<file path="config.mk">
export PLATFORM = sky130hd
export DESIGN_NAME = dda_line_rasterizer_top
export DESIGN_NICKNAME = d
export VERILOG_FILES = /design/src/rtl/core/dda_pkg.sv /design/src/rtl/core/dda_queue.sv /design/src/rtl/core/dda_front.sv /design/src/rtl/core/dda_back.sv /design/src/rtl/core/dda_line_rasterizer_top.sv
export SDC_FILE = /design/constraint.sdc
export NUM_CORES = 1
export LEC_CHECK = 0
export BUFFER_PORTS_ARGS = -buffer_cell sky130_fd_sc_hd__clkbuf_2
export CORE_MARGIN = 5
export CORE_UTILIZATION = 60
export CTS_CLUSTER_DIAMETER = 50
export DETAILED_ROUTE_END_ITERATION = 8
export PLACE_DENSITY = 0.78
export SYNTH_ARGS = -nofsm -noshare
export SYNTH_HDL_FRONTEND = slang
export SYNTH_SLANG_ARGS = --single-unit
export TNS_END_PERCENT = 20
</file>
<file path="constraint.sdc">
create_clock -name clock -period 6.69 [get_ports clock]
set_clock_uncertainty 0.1 [all_clocks]
set_input_delay 0.3345 -clock clock [delete_from_list [all_inputs] [get_ports clock]]
set_output_delay 0.3345 -clock clock [all_outputs]
set_load 0.005 [all_outputs]
</file>
<file path="src/rtl/core/dda_pkg.sv">
// Shared types and constants of the DDA line rasteriser.
`timescale 1ns / 1ps

package dda_pkg;

   localparam int COORD_BITS   = 11;
   localparam int FRAC_BITS    = 16;
   localparam int POS_BITS     = COORD_BITS + FRAC_BITS;
   localparam int STEP_BITS    = FRAC_BITS + 2;
   localparam int DIV_CNT_BITS = $clog2(FRAC_BITS + 1);
   localparam int QUEUE_DEPTH  = 2;
   localparam int QUEUE_PTR_BITS = $clog2(QUEUE_DEPTH);
   localparam int QUEUE_CNT_BITS = $clog2(QUEUE_DEPTH + 1);

   localparam logic [POS_BITS-1:0] HALF_ULP = POS_BITS'(1) << (FRAC_BITS - 1);

   localparam logic OP_START = 1'b0;
   localparam logic OP_STEP  = 1'b1;

   typedef enum logic [1:0] {
      CMD_START,
      CMD_POINT,
      CMD_STEP
   } cmd_type;

   typedef enum logic {
      BACK_IDLE,
      BACK_DIVIDE
   } back_state_type;

   typedef struct packed {
      cmd_type                cmd;
      logic [COORD_BITS-1:0]  x_start;
      logic [COORD_BITS-1:0]  y_start;
      logic [COORD_BITS-1:0]  mag_x;
      logic [COORD_BITS-1:0]  mag_y;
      logic [COORD_BITS-1:0]  steps;
      logic                   neg_x;
      logic                   neg_y;
   } cmd_entry_type;

   typedef struct packed {
      logic full;
      logic empty;
   } queue_status_type;

endpackage

</file>
<file path="src/rtl/core/dda_queue.sv">
// Short request queue between the front and back parts of the rasteriser.
`timescale 1ns / 1ps

module dda_queue (
   input  logic                      clock,
   input  logic                      reset,
   input  logic                      push,
   input  dda_pkg::cmd_entry_type    push_entry,
   input  logic                      pop,
   output dda_pkg::cmd_entry_type    head_entry,
   output dda_pkg::queue_status_type status
);

   dda_pkg::cmd_entry_type entries [dda_pkg::QUEUE_DEPTH];

   logic [dda_pkg::QUEUE_PTR_BITS-1:0] wr_ptr_ff, wr_ptr_in;
   logic [dda_pkg::QUEUE_PTR_BITS-1:0] rd_ptr_ff, rd_ptr_in;
   logic [dda_pkg::QUEUE_CNT_BITS-1:0] count_ff, count_in;
   logic                               do_push, do_pop;

   assign status.full  = (count_ff == dda_pkg::QUEUE_CNT_BITS'(dda_pkg::QUEUE_DEPTH));
   assign status.empty = (count_ff == '0);
   assign do_push      = push && !status.full;
   assign do_pop       = pop && !status.empty;
   assign head_entry   = entries[rd_ptr_ff];

   always_comb begin
      wr_ptr_in = wr_ptr_ff;
      rd_ptr_in = rd_ptr_ff;
      count_in  = count_ff;
      if (do_push) begin
         wr_ptr_in = (wr_ptr_ff == dda_pkg::QUEUE_PTR_BITS'(dda_pkg::QUEUE_DEPTH - 1)) ?
                     '0 : wr_ptr_ff + 1'b1;
      end
      if (do_pop) begin
         rd_ptr_in = (rd_ptr_ff == dda_pkg::QUEUE_PTR_BITS'(dda_pkg::QUEUE_DEPTH - 1)) ?
                     '0 : rd_ptr_ff + 1'b1;
      end
      if (do_push && !do_pop) begin
         count_in = count_ff + 1'b1;
      end else if (do_pop && !do_push) begin
         count_in = count_ff - 1'b1;
      end
   end

   always_ff @(posedge clock) begin
      if (reset) begin
         wr_ptr_ff <= '0;
         rd_ptr_ff <= '0;
         count_ff  <= '0;
      end else begin
         wr_ptr_ff <= wr_ptr_in;
         rd_ptr_ff <= rd_ptr_in;
         count_ff  <= count_in;
      end
   end

   always_ff @(posedge clock) begin
      if (do_push) begin
         entries[wr_ptr_ff] <= push_entry;
      end
   end

endmodule

</file>
<file path="src/rtl/core/dda_front.sv">
// Front part: accepts requests and classifies them for the back part.
`timescale 1ns / 1ps

module dda_front (
   input  logic                                req_valid,
   output logic                                req_ready,
   input  logic                                req_operation,
   input  logic [dda_pkg::COORD_BITS-1:0]      req_x_start,
   input  logic [dda_pkg::COORD_BITS-1:0]      req_y_start,
   input  logic [dda_pkg::COORD_BITS-1:0]      req_x_end,
   input  logic [dda_pkg::COORD_BITS-1:0]      req_y_end,
   input  dda_pkg::queue_status_type           queue_status,
   output logic                                push,
   output dda_pkg::cmd_entry_type              push_entry
);

   logic                           neg_x, neg_y;
   logic [dda_pkg::COORD_BITS-1:0] mag_x, mag_y, steps;

   assign req_ready = !queue_status.full;
   assign push      = req_valid && !queue_status.full;

   always_comb begin
      neg_x = (req_x_end < req_x_start);
      neg_y = (req_y_end < req_y_start);
      mag_x = neg_x ? (req_x_start - req_x_end) : (req_x_end - req_x_start);
      mag_y = neg_y ? (req_y_start - req_y_end) : (req_y_end - req_y_start);
      steps = (mag_x > mag_y) ? mag_x : mag_y;

      push_entry.x_start = req_x_start;
      push_entry.y_start = req_y_start;
      push_entry.mag_x   = mag_x;
      push_entry.mag_y   = mag_y;
      push_entry.steps   = steps;
      push_entry.neg_x   = neg_x;
      push_entry.neg_y   = neg_y;

      if (req_operation == dda_pkg::OP_STEP) begin
         push_entry.cmd = dda_pkg::CMD_STEP;
      end else if (steps == '0) begin
         push_entry.cmd = dda_pkg::CMD_POINT;
      end else begin
         push_entry.cmd = dda_pkg::CMD_START;
      end
   end

endmodule

</file>
<file path="src/rtl/core/dda_back.sv">
// Back part: increment divider, position accumulators and response register.
`timescale 1ns / 1ps

module dda_back (
   input  logic                            clock,
   input  logic                            reset,
   input  dda_pkg::cmd_entry_type          head_entry,
   input  dda_pkg::queue_status_type       queue_status,
   output logic                            pop,
   output logic                            rsp_valid,
   input  logic                            rsp_ready,
   output logic [dda_pkg::COORD_BITS-1:0]  rsp_pixel_x,
   output logic [dda_pkg::COORD_BITS-1:0]  rsp_pixel_y,
   output logic                            rsp_pixel_valid,
   output logic                            rsp_last_pixel
);

   localparam int CB = dda_pkg::COORD_BITS;
   localparam int FB = dda_pkg::FRAC_BITS;
   localparam int PB = dda_pkg::POS_BITS;
   localparam int SB = dda_pkg::STEP_BITS;

   // One restoring division step: remainder stays below the divisor.
   function automatic logic [CB:0] div_iter(input logic [CB-1:0] rem,
                                            input logic [CB-1:0] divisor);
      logic [CB:0] shifted;
      logic [CB:0] diff;
      logic        ge;
      shifted = {rem, 1'b0};
      diff    = shifted - {1'b0, divisor};
      ge      = (shifted >= {1'b0, divisor});
      return ge ? {diff[CB-1:0], 1'b1} : {shifted[CB-1:0], 1'b0};
   endfunction

   function automatic logic [SB-1:0] make_step(input logic          full,
                                                input logic [FB-1:0] quot,
                                                input logic          neg);
      logic [SB-1:0] mag;
      mag = full ? (SB'(1) << FB) : {2'b00, quot};
      return neg ? (~mag + 1'b1) : mag;
   endfunction

   function automatic logic [PB-1:0] advance(input logic [PB-1:0] pos,
                                             input logic [SB-1:0] step);
      return pos + {{(PB - SB){step[SB-1]}}, step};
   endfunction

   function automatic logic [CB-1:0] round_pixel(input logic [PB-1:0] pos);
      logic [PB-1:0] sum;
      sum = pos + dda_pkg::HALF_ULP;
      return sum[PB-1:FB];
   endfunction

   dda_pkg::back_state_type state_ff, state_in;

   logic                           line_active_ff, line_active_in;
   logic [CB-1:0]                  steps_left_ff, steps_left_in;
   logic [PB-1:0]                  pos_x_ff, pos_x_in, pos_y_ff, pos_y_in;
   logic [SB-1:0]                  step_x_ff, step_x_in, step_y_ff, step_y_in;
   logic [CB-1:0]                  rem_x_ff, rem_x_in, rem_y_ff, rem_y_in;
   logic [FB-1:0]                  quot_x_ff, quot_x_in, quot_y_ff, quot_y_in;
   logic                           full_x_ff, full_x_in, full_y_ff, full_y_in;
   logic                           neg_x_ff, neg_x_in, neg_y_ff, neg_y_in;
   logic [CB-1:0]                  divisor_ff, divisor_in;
   logic [dda_pkg::DIV_CNT_BITS-1:0] div_cnt_ff, div_cnt_in;
   logic                           rsp_valid_ff, rsp_valid_in;
   logic [CB-1:0]                  rsp_x_ff, rsp_x_in, rsp_y_ff, rsp_y_in;
   logic                           rsp_pv_ff, rsp_pv_in, rsp_last_ff, rsp_last_in;

   logic                           out_free;
   logic [CB:0]                    iter_x, iter_y;
   logic [FB-1:0]                  quot_x_next, quot_y_next;
   logic [PB-1:0]                  adv_x, adv_y;

   assign out_free        = !rsp_valid_ff || rsp_ready;
   assign rsp_valid       = rsp_valid_ff;
   assign rsp_pixel_x     = rsp_x_ff;
   assign rsp_pixel_y     = rsp_y_ff;
   assign rsp_pixel_valid = rsp_pv_ff;
   assign rsp_last_pixel  = rsp_last_ff;

   assign iter_x      = div_iter(rem_x_ff, divisor_ff);
   assign iter_y      = div_iter(rem_y_ff, divisor_ff);
   assign quot_x_next = {quot_x_ff[FB-2:0], iter_x[0]};
   assign quot_y_next = {quot_y_ff[FB-2:0], iter_y[0]};
   assign adv_x       = advance(pos_x_ff, step_x_ff);
   assign adv_y       = advance(pos_y_ff, step_y_ff);

   // Next state.
   always_comb begin
      state_in = state_ff;
      unique case (state_ff)
         dda_pkg::BACK_IDLE: begin
            if (pop && head_entry.cmd == dda_pkg::CMD_START) begin
               state_in = dda_pkg::BACK_DIVIDE;
            end
         end
         dda_pkg::BACK_DIVIDE: begin
            if (div_cnt_ff == dda_pkg::DIV_CNT_BITS'(1)) begin
               state_in = dda_pkg::BACK_IDLE;
            end
         end
         default: state_in = dda_pkg::BACK_IDLE;
      endcase
   end

   // Datapath and handshake outputs.
   always_comb begin
      pop            = 1'b0;
      line_active_in = line_active_ff;
      steps_left_in  = steps_left_ff;
      pos_x_in       = pos_x_ff;
      pos_y_in       = pos_y_ff;
      step_x_in      = step_x_ff;
      step_y_in      = step_y_ff;
      rem_x_in       = rem_x_ff;
      rem_y_in       = rem_y_ff;
      quot_x_in      = quot_x_ff;
      quot_y_in      = quot_y_ff;
      full_x_in      = full_x_ff;
      full_y_in      = full_y_ff;
      neg_x_in       = neg_x_ff;
      neg_y_in       = neg_y_ff;
      divisor_in     = divisor_ff;
      div_cnt_in     = div_cnt_ff;
      rsp_valid_in   = rsp_valid_ff && !rsp_ready;
      rsp_x_in       = rsp_x_ff;
      rsp_y_in       = rsp_y_ff;
      rsp_pv_in      = rsp_pv_ff;
      rsp_last_in    = rsp_last_ff;

      unique case (state_ff)
         dda_pkg::BACK_IDLE: begin
            pop = !queue_status.empty && out_free;
            if (pop) begin
               rsp_valid_in = 1'b1;
               case (head_entry.cmd)
                  dda_pkg::CMD_STEP: begin
                     if (line_active_ff) begin
                        pos_x_in      = adv_x;
                        pos_y_in      = adv_y;
                        steps_left_in = steps_left_ff - 1'b1;
                        rsp_x_in      = round_pixel(adv_x);
                        rsp_y_in      = round_pixel(adv_y);
                        rsp_pv_in     = 1'b1;
                        rsp_last_in   = (steps_left_ff == CB'(1));
                        if (steps_left_ff == CB'(1)) begin
                           line_active_in = 1'b0;
                        end
                     end else begin
                        rsp_x_in    = '0;
                        rsp_y_in    = '0;
                        rsp_pv_in   = 1'b0;
                        rsp_last_in = 1'b0;
                     end
                  end
                  dda_pkg::CMD_POINT: begin
                     rsp_x_in       = head_entry.x_start;
                     rsp_y_in       = head_entry.y_start;
                     rsp_pv_in      = 1'b1;
                     rsp_last_in    = 1'b1;
                     line_active_in = 1'b0;
                     steps_left_in  = '0;
                  end
                  default: begin
                     rsp_x_in       = head_entry.x_start;
                     rsp_y_in       = head_entry.y_start;
                     rsp_pv_in      = 1'b1;
                     rsp_last_in    = 1'b0;
                     line_active_in = 1'b1;
                     steps_left_in  = head_entry.steps;
                     pos_x_in       = {head_entry.x_start, FB'(0)};
                     pos_y_in       = {head_entry.y_start, FB'(0)};
                     // A magnitude equal to the step count gives exactly one.
                     full_x_in      = (head_entry.mag_x == head_entry.steps);
                     full_y_in      = (head_entry.mag_y == head_entry.steps);
                     rem_x_in       = (head_entry.mag_x == head_entry.steps) ?
                                      '0 : head_entry.mag_x;
                     rem_y_in       = (head_entry.mag_y == head_entry.steps) ?
                                      '0 : head_entry.mag_y;
                     neg_x_in       = head_entry.neg_x;
                     neg_y_in       = head_entry.neg_y;
                     quot_x_in      = '0;
                     quot_y_in      = '0;
                     divisor_in     = head_entry.steps;
                     div_cnt_in     = dda_pkg::DIV_CNT_BITS'(FB);
                  end
               endcase
            end
         end
         dda_pkg::BACK_DIVIDE: begin
            rem_x_in   = iter_x[CB:1];
            rem_y_in   = iter_y[CB:1];
            quot_x_in  = quot_x_next;
            quot_y_in  = quot_y_next;
            div_cnt_in = div_cnt_ff - 1'b1;
            if (div_cnt_ff == dda_pkg::DIV_CNT_BITS'(1)) begin
               step_x_in = make_step(full_x_ff, quot_x_next, neg_x_ff);
               step_y_in = make_step(full_y_ff, quot_y_next, neg_y_ff);
            end
         end
         default: ;
      endcase
   end

   always_ff @(posedge clock) begin
      if (reset) begin
         state_ff       <= dda_pkg::BACK_IDLE;
         line_active_ff <= 1'b0;
         steps_left_ff  <= '0;
         div_cnt_ff     <= '0;
         rsp_valid_ff   <= 1'b0;
      end else begin
         state_ff       <= state_in;
         line_active_ff <= line_active_in;
         steps_left_ff  <= steps_left_in;
         div_cnt_ff     <= div_cnt_in;
         rsp_valid_ff   <= rsp_valid_in;
      end
   end

   always_ff @(posedge clock) begin
      pos_x_ff    <= pos_x_in;
      pos_y_ff    <= pos_y_in;
      step_x_ff   <= step_x_in;
      step_y_ff   <= step_y_in;
      rem_x_ff    <= rem_x_in;
      rem_y_ff    <= rem_y_in;
      quot_x_ff   <= quot_x_in;
      quot_y_ff   <= quot_y_in;
      full_x_ff   <= full_x_in;
      full_y_ff   <= full_y_in;
      neg_x_ff    <= neg_x_in;
      neg_y_ff    <= neg_y_in;
      divisor_ff  <= divisor_in;
      rsp_x_ff    <= rsp_x_in;
      rsp_y_ff    <= rsp_y_in;
      rsp_pv_ff   <= rsp_pv_in;
      rsp_last_ff <= rsp_last_in;
   end

endmodule

</file>
<file path="src/rtl/core/dda_line_rasterizer_top.sv">
// Response path: an accepted request is first written into the queue, then loaded into the
// response register when the back part is idle and the output is free.
// Throughput: step requests flow at one per cycle while the back part is not dividing and
// the response is not stalled; a start request with non-zero length holds the back part
// while the restoring divider produces both increments, one quotient bit per cycle per axis.
// Reset: synchronous, active high; it empties the queue and clears the active line.
`timescale 1ns / 1ps

// Top level of the DDA line rasteriser.
//
// The front part computes the absolute coordinate differences and the step count
// of every incoming request and classifies it as a line start, a single-pixel
// line or a step. Classified requests wait in a two-entry queue, so that the
// front keeps accepting while the back part is busy dividing.
//
// The back part owns the line state. A line start emits the first endpoint at
// once and then runs a restoring divider for both axes in parallel, one bit per
// cycle; queued steps wait for it. A step adds the signed increments to the
// fixed-point positions and emits them rounded to nearest. A step with no active
// line returns an invalid, all-zero pixel. The response sits in an output
// register, so a new request is taken while the previous pixel is still held.
module dda_line_rasterizer_top (
   input  logic                                clock,
   input  logic                                reset,
   input  logic                                req_valid,
   output logic                                req_ready,
   input  logic                                req_operation,
   input  logic [dda_pkg::COORD_BITS-1:0]      req_x_start,
   input  logic [dda_pkg::COORD_BITS-1:0]      req_y_start,
   input  logic [dda_pkg::COORD_BITS-1:0]      req_x_end,
   input  logic [dda_pkg::COORD_BITS-1:0]      req_y_end,
   output logic                                rsp_valid,
   input  logic                                rsp_ready,
   output logic [dda_pkg::COORD_BITS-1:0]      rsp_pixel_x,
   output logic [dda_pkg::COORD_BITS-1:0]      rsp_pixel_y,
   output logic                                rsp_pixel_valid,
   output logic                                rsp_last_pixel
);

   dda_pkg::cmd_entry_type    push_entry;
   dda_pkg::cmd_entry_type    head_entry;
   dda_pkg::queue_status_type queue_status;
   logic                      push;
   logic                      pop;

   // Classification of incoming requests.
   dda_front u_front (
      .req_valid     (req_valid),
      .req_ready     (req_ready),
      .req_operation (req_operation),
      .req_x_start   (req_x_start),
      .req_y_start   (req_y_start),
      .req_x_end     (req_x_end),
      .req_y_end     (req_y_end),
      .queue_status  (queue_status),
      .push          (push),
      .push_entry    (push_entry)
   );

   // Decoupling queue between the two parts.
   dda_queue u_queue (
      .clock      (clock),
      .reset      (reset),
      .push       (push),
      .push_entry (push_entry),
      .pop        (pop),
      .head_entry (head_entry),
      .status     (queue_status)
   );

   // Division, stepping and the response register.
   dda_back u_back (
      .clock           (clock),
      .reset           (reset),
      .head_entry      (head_entry),
      .queue_status    (queue_status),
      .pop             (pop),
      .rsp_valid       (rsp_valid),
      .rsp_ready       (rsp_ready),
      .rsp_pixel_x     (rsp_pixel_x),
      .rsp_pixel_y     (rsp_pixel_y),
      .rsp_pixel_valid (rsp_pixel_valid),
      .rsp_last_pixel  (rsp_last_pixel)
   );

endmodule

</file>
Word level (Yosys, flattened, before mapping)
Memories as Yosys holds them, arrays and structs flattened. A register that Yosys moved wholly into a read port is not among the register bits.
Cells that the tools add are included.
{"block": "classes", "n_addsub": 18, "n_lt_le_gt_ge": 5, "n_eq_ne": 10, "mux": 56, "n_bitwise": 5, "n_reduce_logical": 26}
{"operator": "11-bit two-way mux", "count": 14}
{"operator": "27-bit one-hot mux with 2 select lines", "count": 2}
{"operator": "11-bit one-hot mux with 2 select lines", "count": 3}
{"operator": "11-bit subtractor", "count": 6}
{"operator": "15-bit one-hot mux with 2 select lines", "count": 2}
{"operator": "27-bit by 16-bit adder with 27-bit output, second input constant", "count": 2}
{"operator": "27-bit adder", "count": 2}
{"operator": "27-bit two-way mux", "count": 2}
{"operator": "18-bit by 1-bit adder with 18-bit output, second input constant", "count": 2}
{"operator": "18-bit two-way mux", "count": 2}
{"operator": "18-bit inverter", "count": 2}
{"operator": "17-bit two-way mux", "count": 2}
{"operator": "15-bit two-way mux", "count": 2}
{"operator": "12-bit by 11-bit >= comparator with 1-bit output", "count": 2}
{"operator": "12-bit two-way mux", "count": 2}
{"operator": "11-bit equality test", "count": 2}
{"operator": "11-bit < comparator", "count": 2}
{"operator": "1-bit two-way mux", "count": 16}
{"operator": "11-bit by 1-bit equality test with 1-bit output, second input constant", "count": 1}
{"operator": "11-bit greater-than comparator", "count": 1}
{"operator": "11-bit zero test", "count": 1}
{"operator": "11-bit by 1-bit subtractor with 11-bit output, second input constant", "count": 1}
{"operator": "5-bit two-way mux", "count": 2}
{"operator": "5-bit one-hot mux with 2 select lines", "count": 1}
{"operator": "other kinds (21)", "count": 46}
{"block": "totals", "register_bits": 204, "ramBits": 118, "output_inout_bits": 26, "word_cells": 146, "memories": 1}
{"name": "u_queue.entries", "depth": 2, "width": 59, "rd": 1, "rd_ports_with_merged_regs": 1, "write_ports": 1, "line": "dda_queue.sv:14", "rtl": "dda_pkg::cmd_entry_type entries [dda_pkg::QUEUE_DEPTH];"}

Logic depth before layout (Yosys ltp)
Gate-level depths: netlist (run 1).
{"block": "depth", "word_depth": 8, "mapped_depth": 24, "depth_no_buf": 23}

By module
From an unflattened synthesis (run 1), not the netlist that was laid out.
{"block": "unflattened", "hier_cells": 1912, "area_unflattened_um2": 20404.6}
{"module": "dda_back", "instances": 1, "cells_each": 1333, "area_each_um2": 13143.9}
{"module": "dda_queue", "instances": 1, "cells_each": 209, "area_each_um2": 4479.3}
{"module": "dda_front", "instances": 1, "cells_each": 370, "area_each_um2": 2781.4}

Worst setup path before layout (run 1)
OpenSTA, ideal clock, no wires.
{"block": "synth_path", "path_kind": "reg-to-reg", "from": "reg (tool-made name)", "to": "reg u_back.pos_x_ff[0], enable pin", "arrival_ps": 5351, "t_required_ps": 6118, "slack_ps": 766, "stages_incl_launch_ff": 13, "n_path_buf": 6, "period_less_slack_ps": 5924, "cell_sequence": "dfxtp_1 > clkbuf_1 > buf_2 > clkbuf_1 > buf_1 > mux2i_1 > inv_1 > ha_1 > clkbuf_1 > nand2b_1 > and2_1 > clkbuf_1 > nor2b_1"}
{"item": "to (signal assigned)", "line": "dda_back.sv:223", "rtl": "pos_x_ff <= pos_x_in;"}
{"item": "to (decl)", "line": "dda_back.sv:58", "rtl": "logic [PB-1:0] pos_x_ff, pos_x_in, pos_y_ff, pos_y_in;"}

==> results.rst, run 1 <==
.. list-table::
   :header-rows: 1

   * - Metric
     - Value
   * - Static Leakage
     - 8.86 nW
   * - Fraction of synthesized area in multiplexers
     - 5.12%
   * - Number of synthesis warnings
     - 0
   * - Result of the run
     - complete, no violations
   * - CTS tree
     - done
   * - Vias
     - 14.9k
   * - Multi-input combinational cell area
     - 0.00967 mm^2
   * - Num Clock Sinks
     - 323
   * - Synthesized area
     - 0.0199 mm^2
   * - Final sum of negative setup slack
     - 0 ns
   * - Most repeated cell in the gate-level netlist after synthesis
     - edfxtp_1
   * - Mean number of vias per cell
     - 6.11
   * - Share of the synthesized area in compound gates (AO/OA/AOI/OAI)
     - 15.1%
   * - Net count of the mapped netlist
     - 2076
   * - Arrival time of data at the critical path endpoint
     - 5.78 ns
   * - Kind of end point of the critical path
     - register
   * - Required time of the critical path
     - 6.92 ns
   * - Clock H-tree levels
     - 2
   * - Proportion of power drawn by flip-flops and latches
     - 33.1%
   * - Final period util
     - 83.0%
   * - Proportion of synthesized chip area in sequential cells
     - 47.6%
   * - DRC Markers
     - 0
   * - Initial Util
     - 60.9%
   * - Last weighted congestion value of the routability-driven placer
     - 0.905
   * - Leading cell types by total area after synthesis
     - edfxtp_1 (45%), ha_1 (8.7%), mux2i_1 (4.8%), xnor2_1 (3.0%), a21oi_1 (2.9%)
   * - Number of hold-slack violations in the final timing report
     - 0
   * - Initial DRT Pass Iterations
     - 5
   * - CTS buffer count
     - 41
   * - Final setup violating endpoints
     - 0
   * - Maximum clock insertion buffer count
     - 3
   * - Fmax
     - 0.180 GHz
   * - Peak supply drop
     - 313 uV
   * - Final max-slew violation count
     - 0
   * - Post-Route Utilization
     - 68.2%
   * - Portion of total power attributed to the clock network
     - 19.7%
   * - Core area
     - 0.0326 mm^2
   * - Worst Path Max Fanout
     - 16
   * - Switching power as a share of total power
     - 40.9%
   * - Share of final-layout standard cells stronger than drive strength 1
     - 9.39%
   * - Net count of the finished layout
     - 2169
   * - Global-route wire length before repair
     - 75100 um
   * - Syn avg cell area
     - 10.6 um^2
   * - Internal Pwr Total
     - 6.41 mW
   * - Share of the synthesized netlist area taken by xor and xnor gates
     - 5.67%
   * - Global routing usage summed across all routing layers
     - 25.5%
   * - Setup crit start kind
     - primary input
   * - Combinational family with the most area after synthesis
     - compound AO/OA/AOI/OAI gates
   * - Pin count of the biggest net entering global routing
     - 60
   * - Placed Cells
     - 2348
   * - Aggregate global routing overflow
     - 0
   * - Antenna fix cells
     - 0
   * - List of most frequent post-synthesis cells
     - edfxtp_1 (299), nor2_1 (153), inv_1 (141)
   * - Final Routed Wirelength
     - 47300 um
   * - CTS-repair resized insts
     - 0
   * - Pwr/cell area
     - 488 mW/mm^2
   * - Fill cells
     - 2384
   * - Site Rows
     - 66
   * - Worst min-delay path category
     - primary input to register
   * - Number of buffers inserted by post-CTS setup repair
     - 0
   * - Number of cells in the finished layout apart from fillers
     - 2445
   * - Clock Root Buffer
     - clkbuf_16
   * - Final period demand of the worst path
     - 5.55 ns
   * - Die X
     - 192 um
   * - Later-pin clock latency in the skew report
     - 0.54 ns
   * - Number of primary I/O pins
     - 75
   * - Wire length per cell after detailed routing
     - 19.3 um
   * - Clock-pin slew reported for the worst setup and hold paths after clock tree synthesis
     - 0.06 ns
   * - Port bufs
     - 74
   * - Hold-fix buffers, CTS
     - 24
   * - Post-Synthesis Cells
     - 1880
   * - Number of global-route vias before repair
     - 14.4k
   * - Cell taking the most area after synthesis
     - edfxtp_1
   * - Most used flip-flop cell after synthesis
     - edfxtp_1
   * - Remaining max-slew budget at the tightest pin
     - 28.1%
   * - Synth Register Bits
     - 323
   * - Adder-cell share of the synthesized area
     - 9.56%
   * - Switching power summed over all nets
     - 4.43 mW
   * - RSZ-0062 raised after global routing
     - no
   * - Number of DRC violations after detailed-routing iteration 0
     - 1286
   * - Floorplan die height
     - 192 um
   * - Slew at the pin closest to its max-slew limit
     - 1.08 ns
   * - Number of flops mapped to enable cells by yosys
     - 299
   * - Number of distinct standard cells referenced by the synthesized netlist
     - 87
   * - Portion of total power attributed to combinational logic
     - 47.2%
   * - Final HPWL DP
     - 33600 um
   * - Type of the worst setup path
     - primary input to register
   * - Area growth, synth to finish
     - 11.9%
   * - Antenna Violating Nets Remaining
     - 0
   * - Max_cap viols
     - 0
   * - Synth async-reset ratio
     - 0%
   * - Sequential cell area
     - 0.00946 mm^2
   * - Area fraction of the dominant cell type after synthesis
     - 45.2%
   * - Number of antenna violations at the first check in global routing
     - 0
   * - Die outline area
     - 0.0369 mm^2
   * - Simple-gate share of the synthesized area
     - 13.1%
final timing paths:
kind | to | cells after the start | from | slack, ns
min | u_queue.wr_ptr_ff | 4 | req_valid | 0.12
max reg2reg | u_back.rsp_pixel_x[7] | 14 | u_back.step_x_ff[0] | 2.33
min reg2reg | u_back.div_cnt_ff[3] | 1 | u_back.div_cnt_ff[3] | 0.39
max | u_queue.entries[1][57] | 22 | req_y_start[3] | 1.14
through the flow:
stage          hold WS (ns)  instance area (um^2)  power (mW)  setup WS (ns)
2_1_floorplan         0.304                 19900        7.30          0.766
3_3_place_gp          0.365                 20700        8.43           1.45
3_5_place_dp          0.375                 20700        8.60           1.23
4_1_cts               0.120                 22200        10.8           1.18
5_1_grt               0.140                 22200        11.5          0.714
6_report              0.122                 22200        10.8           1.14
power by group through the flow:
stage,Clock (mW),Sequential (mW),Combinational [mW]
3_5_place_dp,0,3.61,4.99
2_1_floorplan,0,3.47,3.82
6_report,2.14,3.59,5.12
3_3_place_gp,0,3.58,4.84
4_1_cts,2.17,3.58,5.05
5_1_grt,2.27,3.65,5.63
cell families after synthesis:
family	Yosys count
flops	323
mux	101
fa+ha+maj	147
xor+xnor	127
buf+inv	200
simple gates	525
compound gates	457
registers in the layout (all words and copies together) (netlist names), 15 cells and up, named ones only:
name / cells
u_back.pos_y_ff: 27
u_back.pos_x_ff: 27
u_back.step_y_ff: 18
u_back.step_x_ff: 18
u_queue.entries: 118
u_back.quot_y_ff: 15
u_back.quot_x_ff: 15
worst max-delay path, stage by stage:
cell	delay, ns
dlygate4sd3_1	0.53
clkbuf_2	0.15
inv_1	0.05
ha_1	0.34
and2_1	0.20
a22oi_1	0.20
nand3_1	0.19
a21oi_4	0.48
mux2i_1	0.33
o211ai_1	0.13
xor2_1	0.38
inv_1	0.10
ha_1	0.31
a21o_1	0.16
a21o_1	0.16
a21oi_1	0.21
o211ai_1	0.17
nand2_1	0.44
mux2i_1	0.21
nor3_1	0.24
nand3b_1	0.12
nor4_2	0.33
layout make-up:
cell class              instances  share of cell area [%]
flip-flops and latches        323                    42.6
clock inverters                23                    1.11
well taps                     442                    2.49
repair buffers                107                    3.05
multi-input cells            1357                    43.5
inverters                     143                    2.41
clock buffers                  50                    4.86
layer usage:
layer	GRT usage, %	up-vias	share of wire [%]
met5	0	-	0
met4	10.1	0	4.2
met3	4.53	126	7.0
met2	41.0	563	46
met1	34.8	7161	43
li1	-	7098	-
cells in the final DEF, fill, tap and decap left out, drive strengths merged, types with 10 or more instances in the layout:
cell,instances
o211ai,18
nor4,15
o21a,20
and3,11
a21oi,119
nand2,114
clkbuf,124
dfxtp,24
xnor2,69
a21o,36
nor2b,31
a31oi,14
or3,15
edfxtp,299
a21boi,10
nor2,154
mux2i,95
dlygate4sd3,24
nand3,31
and2,40
clkinv,13
inv,147
ha,139
o22ai,32
nand4,21
a211oi,11
xor2,57
o31ai,16
nor3,38
o21ai,106
nand2b,27
(Power assumes the default switching activity.)
==> run 2: changes to the inputs <==
--- a/config.mk
+++ b/config.mk
@@ -5,6 +5,7 @@
 export SDC_FILE = /design/constraint.sdc
 export NUM_CORES = 1
 export LEC_CHECK = 0
+export ABC_AREA = 1
 export BUFFER_PORTS_ARGS = -buffer_cell sky130_fd_sc_hd__clkbuf_2
 export CORE_MARGIN = 5
 export CORE_UTILIZATION = 60
==> constraint.sdc (replaced) <==
create_clock -name clock -period 5.32 [get_ports clock]
set_clock_uncertainty 0.1 [all_clocks]
set_input_delay 0.266 -clock clock [delete_from_list [all_inputs] [get_ports clock]]
set_output_delay 0.266 -clock clock [all_outputs]
set_load 0.005 [all_outputs]
==> run 2 against run 1 <==
Effect of this change:
- worst hold slack better by 0.051 ns
- critical path type unchanged
- combinational power up 40%
- critical endpoint is now u_queue.entries[0][57]
- clock-buffer cell count down 3
- register-to-register slack worse by 1.1 ns
==> results.rst, run 2 <==
.. list-table::
   :header-rows: 1

   * - Metric
     - Value
   * - Number of flops mapped to enable cells by yosys
     - 299
   * - Cell taking the most area after synthesis
     - edfxtp_1
   * - Final period util
     - 84.7%
   * - Num Clock Sinks
     - 323
   * - Aggregate global routing overflow
     - 0
   * - Final setup violating endpoints
     - 0
   * - Final Routed Wirelength
     - 56300 um
   * - Antenna fix cells
     - 0
   * - Maximum clock insertion buffer count
     - 3
   * - Required time of the critical path
     - 5.64 ns
   * - List of most frequent post-synthesis cells
     - nand2_1 (786), inv_1 (461), edfxtp_1 (299)
   * - Arrival time of data at the critical path endpoint
     - 4.83 ns
   * - Peak supply drop
     - 367 uV
   * - Final instance area
     - 0.0238 mm^2
   * - Synth async-reset ratio
     - 0%
   * - M1 wire length
     - 23800 um
   * - Kind of end point of the critical path
     - register
   * - Pwr/cell area
     - 602 mW/mm^2
   * - Internal Pwr Total
     - 7.84 mW
   * - Number of DRC violations after detailed-routing iteration 0
     - 1592
   * - Setup crit start kind
     - primary input
   * - Flip-flop count of the largest register after layout
     - 118
   * - Port bufs
     - 74
   * - Result of the run
     - complete, no violations
   * - Clock Root Buffer
     - clkbuf_16
   * - Number of primary I/O pins
     - 75
   * - Final sum of negative setup slack
     - 0 ns
   * - Synthesized area
     - 0.0214 mm^2
   * - Synth Register Bits
     - 323
   * - Net count of the finished layout
     - 2990
   * - Syn avg cell area
     - 7.95 um^2
   * - Worst min-delay path category
     - primary input to register
   * - Last weighted congestion value of the routability-driven placer
     - 0.970
   * - Antenna Violating Nets Remaining
     - 0
   * - Most repeated cell in the gate-level netlist after synthesis
     - nand2_1
   * - Later-pin clock latency in the skew report
     - 0.58 ns
   * - Max_cap viols
     - 0
   * - Fmax
     - 0.222 GHz
   * - Post-Route Utilization
     - 67.2%
   * - Portion of total power attributed to the clock network
     - 18.5%
   * - Vias
     - 18.1k
   * - Sequential cell area
     - 0.00946 mm^2
   * - Core area
     - 0.0354 mm^2
   * - Final HPWL DP
     - 42400 um
   * - Sequence of cells on the critical path
     - dlygate4sd3_1, clkbuf_2, inv_1, ha_1, nand2_1, o21ai_1, nand2_1, nand2_1, nand2_1, nand2_1, inv_1, nand2_1, nand2_1, ha_1, a21o_1, a21boi_0, nand3_1, nand2_1, inv_1, nand3_1, nand2_1, nor2_1, nand4_1, nor2_1
   * - Most frequent cell on the critical path
     - nand2_1
   * - Global-route wire length before repair
     - 88700 um
   * - CTS buffer count
     - 41
   * - Fill cells
     - 2933
   * - Global routing usage summed across all routing layers
     - 28.2%
   * - Floorplan die height
     - 199 um
   * - Number of synthesis warnings
     - 0
   * - Worst Path Max Fanout
     - 14
   * - Multi-input combinational cell area
     - 0.00998 mm^2
   * - Portion of total power attributed to combinational logic
     - 50.2%
   * - Most used flip-flop cell after synthesis
     - edfxtp_1
   * - Initial DRT Pass Iterations
     - 6
   * - Hold-fix buffers, CTS
     - 25
   * - Share of final-layout standard cells stronger than drive strength 1
     - 6.87%
   * - Final max-slew violation count
     - 0
   * - Area growth, synth to finish
     - 11.3%
   * - Number of distinct standard cells referenced by the synthesized netlist
     - 51
   * - Die outline area
     - 0.0395 mm^2
   * - Slew at the pin closest to its max-slew limit
     - 1.05 ns
   * - Register containing the most flip-flops in the final layout
     - u_queue.entries
   * - Clock-pin slew reported for the worst setup and hold paths after clock tree synthesis
     - 0.06 ns
   * - Clock H-tree levels
     - 2
   * - Post-Synthesis Cells
     - 2688
   * - Die X
     - 199 um
   * - Number of hold-slack violations in the final timing report
     - 0
   * - Number of antenna violations at the first check in global routing
     - 0
   * - Net count of the mapped netlist
     - 2884
   * - Met2 routed WL
     - 26900 um
   * - Initial Util
     - 60.4%
   * - Most common library cell in the layout ignoring fill and taps
     - nand2_1
   * - Number of buffers inserted by post-CTS setup repair
     - 0
   * - Remaining max-slew budget at the tightest pin
     - 29.7%
   * - Switching power summed over all nets
     - 6.47 mW
   * - CP peak stage delay
     - 0.53 ns
   * - DRC Markers
     - 0
   * - CTS tree
     - done
   * - Pre-CTS setup slack
     - 0.867 ns
   * - Wire length per cell after detailed routing
     - 17.1 um
   * - Static Leakage
     - 11.4 nW
   * - Area fraction of the dominant cell type after synthesis
     - 42.0%
   * - Highest routing layer actually used
     - met4
   * - Proportion of synthesized chip area in sequential cells
     - 44.3%
   * - Total placed instance area
     - 0.0222 mm^2
   * - Mean number of vias per cell
     - 5.52
   * - Registers with the most flip-flops
     - u_queue.entries x118, u_back.pos_x_ff x27, u_back.pos_y_ff x27
   * - RSZ-0062 raised after global routing
     - no
   * - Proportion of power drawn by flip-flops and latches
     - 31.3%
   * - Number of global-route vias before repair
     - 17.2k
   * - Site Rows
     - 69
   * - Final period demand of the worst path
     - 4.51 ns
   * - Type of the worst setup path
     - primary input to register
   * - Least setup slack across all paths after layout
     - 0.815 ns
   * - Leading cell types by total area after synthesis
     - edfxtp_1 (42%), nand2_1 (14%), ha_1 (8.1%), inv_1 (8.1%), o21ai_0 (3.9%)
   * - Switching power as a share of total power
     - 45.2%
   * - CTS-repair resized insts
     - 0
   * - Slowest CP cell
     - dlygate4sd3_1
   * - Pin count of the biggest net entering global routing
     - 61
   * - Total power
     - 14.3 mW
   * - Detailed route wirelength on metal3
     - 4120 um
   * - Commonest cells after routing, fill and taps aside
     - nand2_1 (786), inv_1 (461), edfxtp_1 (299), nor2_1 (202), o21ai_0 (166)
## run 2: cell count changes in the layout (fill, tap and decap cells not counted), moves of 51 or more
cell and change:
nand2_1 +672, o21ai_0 +70, nand3_1 +78, nor2_1 +51, inv_1 +321, mux2i_1 -80
## run 2: logic make-up (layout without fill, tap and decap cells)
group	Yosys count	after routing	synth area share (%)
AO/OA/AOI/OAI	412	412	10.5
XOR/XNOR	88	88	3.61
adder cells (fa/ha/maj)	147	147	8.89
buffers and inverters	513	650	9.28
flip-flops	323	323	44.3
multiplexers	15	15	0.703
AND/OR/NAND/NOR	1190	1190	22.7
## run 2: final cells by class
class,count,share of cell area (%)
timing repair buffer,110,3.01
inverter,466,7.36
sequential,323,39.8
clock inverter,27,1.02
clock buffer,47,4.41
tap,461,2.43
multi-input combinational,1852,42.0
## run 2: power groups by stage
stage,clock network [mW],logic (mW),registers [mW]
2_1_floorplan,0,5.11,4.42
3_3_place_gp,0,6.82,4.48
3_5_place_dp,0,7.01,4.52
4_1_cts,2.69,7.09,4.47
5_1_grt,2.79,8.03,4.55
6_report,2.65,7.18,4.48
## run 2: critical path: cells and delay by family
kind                     cells  cell delay [ns]
AO/OA/AOI/OAI                3             0.62
adder cells (fa/ha/maj)      2             0.76
buffers and inverters        5             1.21
AND/OR/NAND/NOR             14             1.96
## run 2: stage by stage
stage,cells,hold slack (ns)
global placement,3187,0.339
global route,3286,0.171
floorplan,2688,0.235
finish,3286,0.173
CTS,3286,0.148
detailed placement,3187,0.353
## run 2: layer usage
layer | global-route usage, % | vias to the layer above
met2 | 47.7 | 716
met1 | 38.0 | 8383
li1 | - | 8951
met3 | 4.51 | 97
met4 | 7.85 | 0
met5 | 0 | -
## run 2: final timing paths
check	from	endpoint	slack, ns	cells after the start
worst max-delay path	req_y_start[2]	u_queue.entries[0][57]	0.81	24
worst min-delay path	req_valid	u_queue.wr_ptr_ff	0.17	5
worst max register to register	register	u_back.pos_y_ff[6]	1.27	10
worst min register to register	u_queue.rd_ptr_ff	u_queue.rd_ptr_ff	0.37	1
==> run 3: changes to the inputs <==
==> constraint.sdc (replaced) <==
create_clock -name clock -period 4.4 [get_ports clock]
set_clock_uncertainty 0.1 [all_clocks]
set_input_delay 0.22 -clock clock [delete_from_list [all_inputs] [get_ports clock]]
set_output_delay 0.22 -clock clock [all_outputs]
set_load 0.005 [all_outputs]
==> run 3 against run 2 <==
Effect of this change:
- flip-flop and latch count is the same
- non-clock buffer count grew 17
- setup slack got worse by 0.44 ns
- routed wire length barely moved
- die area did not move
- sequential share of layout area shrank 0.42 points
- worst hold slack got worse by 0.076 ns
- cell area grew 1.1%
- final cell count is 0.52% higher
- clock-buffer cell count increased by 2
- via count decreased by 0.82%
- critical endpoint is now u_queue.entries[1][57]
==> results.rst, run 3 (synthesis results as in run 2) <==
.. list-table::
   :header-rows: 1

   * - Metric
     - Value
   * - Total power
     - 17.7 mW
   * - Most common library cell in the layout ignoring fill and taps
     - nand2_1
   * - Antenna fix cells
     - 0
   * - Pin count of the biggest net entering global routing
     - 55
   * - Vias
     - 18.0k
   * - Site Rows
     - 69
   * - Placed Cells
     - 3202
   * - CTS buffer count
     - 40
   * - Net count of the finished layout
     - 3006
   * - Final period util
     - 91.4%
   * - Final period demand of the worst path
     - 4.02 ns
   * - Initial Util
     - 60.4%
   * - Die outline area
     - 0.0395 mm^2
   * - DRC Markers
     - 0
   * - Pwr/cell area
     - 737 mW/mm^2
   * - Worst min-delay path category
     - primary input to register
   * - Registers with the most flip-flops
     - u_queue.entries x118, u_back.pos_x_ff x27, u_back.pos_y_ff x27
   * - CP peak stage delay
     - 0.55 ns
   * - Area growth, synth to finish
     - 12.5%
   * - Global routing usage summed across all routing layers
     - 28.2%
   * - Later-pin clock latency in the skew report
     - 0.58 ns
   * - Global-route wire length before repair
     - 88500 um
   * - Number of primary I/O pins
     - 75
   * - Kind of end point of the critical path
     - register
   * - Setup crit start kind
     - primary input
   * - Number of antenna violations at the first check in global routing
     - 0
   * - Total placed instance area
     - 0.0223 mm^2
   * - Slowest CP cell
     - dlygate4sd3_1
   * - Result of the run
     - complete, no violations
   * - Mean number of vias per cell
     - 5.45
   * - Type of the worst setup path
     - primary input to register
   * - Antenna Violating Nets Remaining
     - 0
   * - Core area
     - 0.0354 mm^2
   * - Remaining max-slew budget at the tightest pin
     - 27.8%
   * - Most frequent cell on the critical path
     - nand2_1
   * - Final setup violating endpoints
     - 0
   * - Buf+Inv Stages, Crit Path
     - 7
   * - Worst Path Max Fanout
     - 9
   * - Number of DRC violations after detailed-routing iteration 0
     - 1627
   * - Final sum of negative setup slack
     - 0 ns
   * - CTS tree
     - done
   * - Number of cells in the finished layout apart from fillers
     - 3303
   * - Peak supply drop
     - 444 uV
   * - Initial DRT Pass Iterations
     - 8
   * - Arrival time of data at the critical path endpoint
     - 4.26 ns
   * - Maximum clock insertion buffer count
     - 3
   * - Required time of the critical path
     - 4.64 ns
   * - Num Clock Sinks
     - 323
   * - Aggregate global routing overflow
     - 0
   * - Family of cells with the greatest summed delay on the critical path
     - simple AND/OR/NAND/NOR gates
   * - Final max-slew violation count
     - 0
   * - Number of hold-slack violations in the final timing report
     - 0
   * - Last weighted congestion value of the routability-driven placer
     - 0.953
   * - Final HPWL DP
     - 43000 um
   * - RSZ-0062 raised after global routing
     - no
   * - Wire length per cell after detailed routing
     - 17.0 um
   * - Die X
     - 199 um
   * - Clock H-tree levels
     - 2
   * - Slew at the pin closest to its max-slew limit
     - 1.07 ns
   * - Critical path startpoint
     - req_y_start[0]
   * - Final Routed Wirelength
     - 56200 um
   * - Share of final-layout standard cells stronger than drive strength 1
     - 7.78%
   * - Final instance area
     - 0.0240 mm^2
   * - Clock-pin slew reported for the worst setup and hold paths after clock tree synthesis
     - 0.06 ns
   * - Floorplan die height
     - 199 um
   * - Launch instance of the worst min-delay path
     - req_y_end[0]
   * - Register containing the most flip-flops in the final layout
     - u_queue.entries
   * - Number of global-route vias before repair
     - 17.1k
   * - Worst r2r src
     - u_back.divisor_ff[0]
   * - Max_cap viols
     - 0
   * - Fmax
     - 0.249 GHz
   * - Static Leakage
     - 11.5 nW
   * - Port bufs
     - 74
   * - Clock Root Buffer
     - clkbuf_16
   * - Hold_ws
     - 0.0970 ns
   * - Flip-flop count of the largest register after layout
     - 118
   * - Commonest cells after routing, fill and taps aside
     - nand2_1 (785), inv_1 (460), edfxtp_1 (299), nor2_1 (202), o21ai_0 (164)
-- run 3: cell types whose count changed in the layout (fill, tap and decap cells not counted), sizes merged --
cell / delta
clkbuf: +2
clkinv: -4
bufinv: +4
buf: +17
clkinvlp: -1
inv: -1
-- run 3: cell type report --
cell class              instances  area [um^2]
clock inverters                25          334
fillers                      2866        11400
multi-input cells            1852        10000
clock buffers                  49         1050
inverters                     466         1760
flip-flops and latches        323         9460
well taps                     461          577
repair buffers                127          843
-- run 3: timing repair --
| item | CTS | global route |
|---|---|---|
| endpoints found under the hold margin | 50 | 0 |
| gates resized for setup | 0 | 11 |
| hold buffers | 25 | 0 |
| setup endpoints to repair | 0 | 10 |
| setup buffers | 0 | 2 |
-- run 3: metal layers --
layer	track usage, %	wire length (um)	share of wire, %
met2	47.3	26600	47
met3	3.54	3220	5.7
met4	10.0	1880	3.3
met1	38.0	24500	44
met5	0	0	0
-- run 3: worst reg2reg max path, stage by stage, from the launching register on --
cell	delay [ns]
edfxtp_1	0.52
fa_1	0.53
o21ai_1	0.30
nand2_1	0.08
nand2_1	0.11
nand2_1	0.08
nand2_1	0.10
nand2_1	0.10
nand2_1	0.18
nand2_1	0.18
ha_1	0.27
nand2_1	0.09
nor2_1	0.04
nand3_1	0.08
nor3_1	0.07
nand2_1	0.09
inv_1	0.07
a41oi_1	0.21
xor2_1	0.10
-- run 3: final timing paths --
| check | end | slack [ns] | cells after the start |
|---|---|---|---|
| worst max-delay path | u_queue.entries[1][57] | 0.38 | 27 |
| worst min register to register | register | 0.36 | 1 |
| worst min-delay path | u_queue.entries[0][13] | 0.1 | 3 |
| worst max register to register | u_back.step_y_ff[16] | 0.81 | 18 |
-- run 3: through the flow --
| stage | setup WS [ns] | utilization (%) |
|---|---|---|
| after floorplan | 0.212 | - |
| after global placement | 0.374 | 63.1 |
| after CTS | 0.268 | 67.8 |
| final | 0.379 | 67.9 |
| after detailed placement | 0.226 | 63.1 |
| after global routing | 0.00927 | 67.9 |
-- run 3: report_power, final --
part / switching [mW] / internal, mW / total [mW]
Clock: 1.38 / 2.05 / 3.43
Combinational: 6.02 / 2.82 / 8.85
Sequential: 0.488 / 4.93 / 5.42
Total: 7.90 / 9.81 / 17.7
